<file path="config.mk">
export PLATFORM = sky130hd
export DESIGN_NAME = tli_ctrl
export DESIGN_NICKNAME = d
export VERILOG_FILES = /design/src/design/tli_pkg.sv /design/src/design/tli_ctrl.sv
export SDC_FILE = /design/constraint.sdc
export NUM_CORES = 1
export LEC_CHECK = 0
export BUFFER_PORTS_ARGS = -buffer_cell sky130_fd_sc_hd__buf_4
export CORE_AREA = 2 2 39 41
export CTS_CLUSTER_DIAMETER = 80
export CTS_CLUSTER_SIZE = 12
export DETAILED_ROUTE_END_ITERATION = 10
export DIE_AREA = 0 0 41 43
export GPL_ROUTABILITY_DRIVEN = 0
export PLACE_DENSITY = 0.76
export SKIP_CTS_REPAIR_TIMING = 1
export SLEW_MARGIN = 30
export SYNTH_ARGS = -nofsm -noshare
export SYNTH_HDL_FRONTEND = slang
export SYNTH_SLANG_ARGS = --single-unit
</file>
<file path="constraint.sdc">
create_clock -name clk -period 2.3 [get_ports clk]
set_input_delay 0.46 -clock clk [delete_from_list [all_inputs] [get_ports clk]]
set_output_delay 0.46 -clock clk [all_outputs]
set_load 0.005 [all_outputs]
</file>
<file path="src/design/tli_pkg.sv">
package tli_pkg;

    // Field widths
    localparam int FUNC_W = 2;
    localparam int KEY_W  = 24;
    localparam int COMP_W = 4;
    localparam int CNT_W  = 5;
    localparam int VAL_W  = 32;
    localparam int ST_W   = 3;

    // Default table size
    localparam int DEF_MAX_ENTRIES    = 64;
    localparam int DEF_MAX_COMPONENTS = 16;

    // Interpolation datapath widths
    localparam int DV_W      = VAL_W + 1;
    localparam int PROD_W    = KEY_W + 1 + DV_W;
    localparam int MAG_W     = KEY_W + VAL_W;
    localparam int QUO_W     = VAL_W;
    localparam int SUM_W     = VAL_W + 2;
    localparam int DIV_CNT_W = $clog2(QUO_W);

    // Item functions
    localparam logic [FUNC_W-1:0] FUNC_CLEAR = 2'd0;
    localparam logic [FUNC_W-1:0] FUNC_OPEN  = 2'd1;
    localparam logic [FUNC_W-1:0] FUNC_WRITE = 2'd2;
    localparam logic [FUNC_W-1:0] FUNC_QUERY = 2'd3;

    // Result status codes
    localparam logic [ST_W-1:0] ST_OK      = 3'd0;
    localparam logic [ST_W-1:0] ST_BELOW   = 3'd1;
    localparam logic [ST_W-1:0] ST_BEYOND  = 3'd2;
    localparam logic [ST_W-1:0] ST_MISSING = 3'd3;
    localparam logic [ST_W-1:0] ST_REJECT  = 3'd4;

    // Commands from controller to datapath
    typedef struct packed {
        logic            accept;
        logic            advance;
        logic            setup;
        logic            mul;
        logic            absval;
        logic            div_step;
        logic            finish;
        logic            fail;
        logic [ST_W-1:0] fail_st;
    } cmd_t;

    // Status from datapath to controller
    typedef struct packed {
        logic empty;
        logic below;
        logic missing;
        logic bracket;
        logic last;
    } stat_t;

endpackage

</file>
<file path="src/design/tli_ctrl.sv">
module tli_ctrl
(
    input  logic                      clk,
    input  logic                      rst_n,
    input  logic                      start,
    input  logic [tli_pkg::FUNC_W-1:0] func,
    input  tli_pkg::stat_t            stat,
    output logic                      busy,
    output tli_pkg::cmd_t             cmd
);

    localparam logic [2:0] S_IDLE = 3'd0;
    localparam logic [2:0] S_READ = 3'd1;
    localparam logic [2:0] S_EVAL = 3'd2;
    localparam logic [2:0] S_MUL  = 3'd3;
    localparam logic [2:0] S_ABS  = 3'd4;
    localparam logic [2:0] S_DIV  = 3'd5;
    localparam logic [2:0] S_FIN  = 3'd6;

    logic [2:0]                      state_reg;
    logic [2:0]                      state_next;
    logic [tli_pkg::DIV_CNT_W-1:0]   div_cnt_reg;
    logic [tli_pkg::DIV_CNT_W-1:0]   div_cnt_next;

    // Sequence the walk, the multiply and the divide
    always_comb
    begin
        state_next   = state_reg;
        div_cnt_next = div_cnt_reg;
        cmd          = '0;
        case (state_reg)
            S_IDLE:
            begin
                if (start)
                begin
                    cmd.accept = 1'b1;
                    if (func == tli_pkg::FUNC_QUERY && !stat.empty)
                    begin
                        state_next = S_READ;
                    end
                end
            end
            S_READ:
            begin
                state_next = S_EVAL;
            end
            S_EVAL:
            begin
                if (stat.below)
                begin
                    cmd.fail    = 1'b1;
                    cmd.fail_st = tli_pkg::ST_BELOW;
                    state_next  = S_IDLE;
                end
                else if (stat.missing)
                begin
                    cmd.fail    = 1'b1;
                    cmd.fail_st = tli_pkg::ST_MISSING;
                    state_next  = S_IDLE;
                end
                else if (stat.bracket)
                begin
                    cmd.setup  = 1'b1;
                    state_next = S_MUL;
                end
                else if (stat.last)
                begin
                    cmd.fail    = 1'b1;
                    cmd.fail_st = tli_pkg::ST_BEYOND;
                    state_next  = S_IDLE;
                end
                else
                begin
                    cmd.advance = 1'b1;
                    state_next  = S_READ;
                end
            end
            S_MUL:
            begin
                cmd.mul    = 1'b1;
                state_next = S_ABS;
            end
            S_ABS:
            begin
                cmd.absval   = 1'b1;
                div_cnt_next = '0;
                state_next   = S_DIV;
            end
            S_DIV:
            begin
                cmd.div_step = 1'b1;
                div_cnt_next = div_cnt_reg + 1'b1;
                if (div_cnt_reg == tli_pkg::DIV_CNT_W'(tli_pkg::QUO_W - 1))
                begin
                    state_next = S_FIN;
                end
            end
            S_FIN:
            begin
                cmd.finish = 1'b1;
                state_next = S_IDLE;
            end
            default:
            begin
                state_next = S_IDLE;
            end
        endcase
    end

    assign busy = (state_reg != S_IDLE);

    always_ff @(posedge clk or negedge rst_n)
    begin
        if (!rst_n)
        begin
            state_reg   <= S_IDLE;
            div_cnt_reg <= '0;
        end
        else
        begin
            state_reg   <= state_next;
            div_cnt_reg <= div_cnt_next;
        end
    end

endmodule

</file>
# == Word level (Yosys, flattened, before mapping) ==
# Index checks and enable logic that the tools add are counted.
# totals
ff_bits,8
latchBits,0
mem_bits_rw,0
rom_bits,0
in_bits,10
out_inout_bits,12
word_cells,46
n_memories,0
# classes
addsub,1
n_mul,0
n_div,0
order_cmp,0
eq_ne,11
shift,0
mux,26
bitwise,0
n_reduce_logical,6
# ops
operator,n
2-to-1 mux 4 bit,5
2-to-1 mux 3 bit,6
case mux 3 bit (6 select lines),1
2-to-1 mux 1 bit,10
case mux 5 bit (2 select lines),1
== test 3 bit (second input constant),3
== test 3 x 2 -> 1 bit (second input constant),2
2-to-1 mux 2 bit,3
inequality test 2 bit (second input constant),3
adder 5 x 1 -> 5 bit (second input constant),1
== test 5 bit (second input constant),1
== test 3 x 1 -> 1 bit (second input constant),1
logical NOT 3 bit,1
AND reduction 3 bit,1
nonzero test 3 bit,1
== test 2 bit (second input constant),1
nonzero test 2 bit,1
logical AND 1 bit,1
logical NOT 1 bit,1

# == Logic depth before layout (Yosys ltp) ==
# depth
ltp_word,5
depth_mapped,6
mapped_depth_nobuf,6

# == Least setup slack after synthesis ==
# No wires, ideal clock.
# synth_timing
path_type,register to output
start,reg state_reg[0]
end,out cmd[9] (netlist name)
arrival_ns,0.998
t_required_ns,1.840
setup_slack_ns,0.842
stages_incl_launch_ff,5
n_path_buf,1
path_cell_list,dfrtp_1 -> buf_4 -> nor3b_2 -> nand2_1 -> nor3_1
# synth_rtl
element,line_no,rtl
start: declaration,tli_ctrl.sv:20,logic [2:0] state_reg;
start signal: assignment,tli_ctrl.sv:121,state_reg <= state_next;
end: declaration,tli_ctrl.sv:9,output tli_pkg::cmd_t cmd

==> run_results.csv <==
group,metric,value,unit
cts,root_buffer,"clkbuf_4",
worst_setup_path,path_max_fanout,9,
routing,vias_per_cell,4.91,
global_routing,globalRoute.totalOverflow,0,
synth,synth_cells,59,
worst_setup_path,r2r_cells,6,
global_routing,grt_max_degree,12,
worst_setup_path,criticalPathCategory,"reg -> out",
power,p_leak,0.358,nW
synth,syn_nets,71,
flow_run,drv_cap,0,
power,total_power,580,uW
timing,drv_slew,0,
routing,vias,462,
power,powerDensity,867,mW/mm^2
synth,syn-cell-area,502,sq um
cts,path_clk_slew,60,ps
synth,yosysWarnings,0,
final_layout,fin_nets,92,
cts,cts_buffers,3,
final_layout,final_cell_mix,"buf_4, dfrtp_1, nand2_1",
worst_setup_path,end_kind,"primary output",
status,violations,"hold timing",
floorplan,io_pins,22,
floorplan,core,0.00138,sq mm
timing,period_share,83.9,%
timing,setup-violations-final,0,
power,peakVddDrop,0.417,mV
floorplan,die_area,0.00176,sq mm
routing,drcViolationCount,0,
synth,seq_area_frac_synth,39.9,%
final_layout,drive_gt1_share,33.3,%
final_layout,layout.cells.most_common,"buf_4",
timing,clock.fmax,0.518,GHz
routing,drtAntennaViolNets,0,
final_layout,diodes,0,
cts,clk_path_buf_depth,2,
cts,clock-sinks,8,
timing,min_period,1930,ps
routing,dr.pass1.iters,4,
cts,cts_tree,"built",
hold_path,worst_hold_path_type,"in -> async",
worst_setup_path,worstPathRequired,1840,ps
global_routing,grt_pass1_wl,1850,microns
synth,yosys_register_bits,8,
routing,avgRoutedWirePerCell,11.4,microns
routing,drt_wl_total,1070,microns
place,io_buffers,20,
cts,htreeDepth,1,
timing,rsz0062_at_grt,"false",
final_layout,largest_reg_flops,5,
synth,synth.avg_cell_area,8.50,sq um
place,hpwlAfterDp,812,microns
global_routing,antenna_found_initial,0,
global_routing,grt_util_all_layers,15.4,%
synth,yosys.cell_types.count,27,
timing,finClkSkew,6.04,ps
floorplan,start_util,36.3,%
worst_setup_path,cp.arrival,1470,ps
routing,drt_iter0_drc,4,
floorplan,fp.dieW,41,microns
final_layout,final_core_util,48.4,%
timing,hold_viol,2,
global_routing,grt_pass1_vias,451,
status,status,"finished with violations",
cts,clock_latency,270,ps
timing,hold_ws,-1.38,ps
worst_setup_path,critPathLaunchType,"register",
timing,fin_tns_setup,0,ps
final_layout,syn_to_final_growth,33.4,%
floorplan,die_y,43,microns
floorplan,num_rows,14,
cells in the mapped netlist:
cell type,number,area (sq um)
nand3b_1,1,7.51
nor3b_2,1,12.5
a41oi_1,1,8.76
ha_1,2,25.0
inv_1,4,15.0
o21ai_0,4,20.0
a21oi_1,1,5.00
or3_1,1,6.26
and3_1,3,18.8
o31a_1,1,8.76
nand2_1,7,26.3
mux2i_1,1,10.0
buf_2,2,10.0
nand3_1,3,15.0
nand2b_1,1,6.26
nor2_1,6,22.5
inv_2,1,3.75
conb_1,1,3.75
a21o_1,1,7.51
a22o_1,1,8.76
or4_1,1,7.51
nor2b_1,2,12.5
dfrtp_1,8,200
o32ai_1,1,8.76
nor3_1,1,5.00
mux2_2,1,11.3
buf_4,2,15.0
logic make-up after synthesis:
family | count (synthesis) | synth area share, %
adder cells (fa/ha/maj) | 2 | 4.99
AND/OR/NAND/NOR | 27 | 27.9
multiplexers | 2 | 4.24
other | 1 | 0.747
flip-flops | 8 | 39.9
buffers and inverters | 9 | 8.73
AO/OA/AOI/OAI | 10 | 13.5
path summary, 6_finish.rpt:
kind	start	end	slack, ps
setup / recovery	state_reg[0]	cmd[9]	370
hold / removal	rst_n	div_cnt_reg[3]	-1
setup reg to reg	div_cnt_reg[0]	state_reg[0]	830
hold reg to reg	div_cnt_reg[4]	div_cnt_reg[4]	490
max in group asynchronous	rst_n	state_reg[1]	2170
min in group clk	div_cnt_reg[4]	div_cnt_reg[4]	490
through the flow:
| stage | instances | instance area, sq um | worst slack, ps |
|---|---|---|---|
| after floorplan | 59 | 502 | 842 |
| after global placement | 91 | 647 | 710 |
| after detailed placement | 91 | 647 | 682 |
| after CTS | 94 | 669 | 375 |
| after global routing | 94 | 669 | 249 |
| final | 94 | 669 | 371 |
critical path: stages, from the launching register on:
cell	delay [ps]
dfrtp_1	480
nor3b_2	330
nand2_1	120
nor3_1	140
buf_4	140
where the power goes:
| part | internal, mW | leakage (nW) | switching [mW] | total [mW] |
|---|---|---|---|---|
| Clock | 0.0602 | 0.0138 | 0.0542 | 0.114 |
| Sequential | 0.174 | 0.110 | 0.0569 | 0.231 |
| Combinational | 0.132 | 0.235 | 0.103 | 0.235 |
| Total | 0.367 | 0.358 | 0.214 | 0.580 |
layout make-up:
| class | instances | area (sq um) |
|---|---|---|
| Tap cell | 16 | 20.0 |
| Fill cell | 144 | 714 |
| Inverter | 5 | 18.8 |
| Sequential cell | 8 | 200 |
| Clock buffer | 3 | 22.5 |
| Timing Repair Buffer | 20 | 150 |
| Multi-Input combinational cell | 42 | 258 |
layer usage:
layer / share of wire (%) / track usage [%]
met5: 0 / 0
met4: 2.1 / 8.00
met3: 5.7 / 3.66
met2: 52 / 22.8
met1: 40 / 19.8
(Power assumes the default switching activity.)
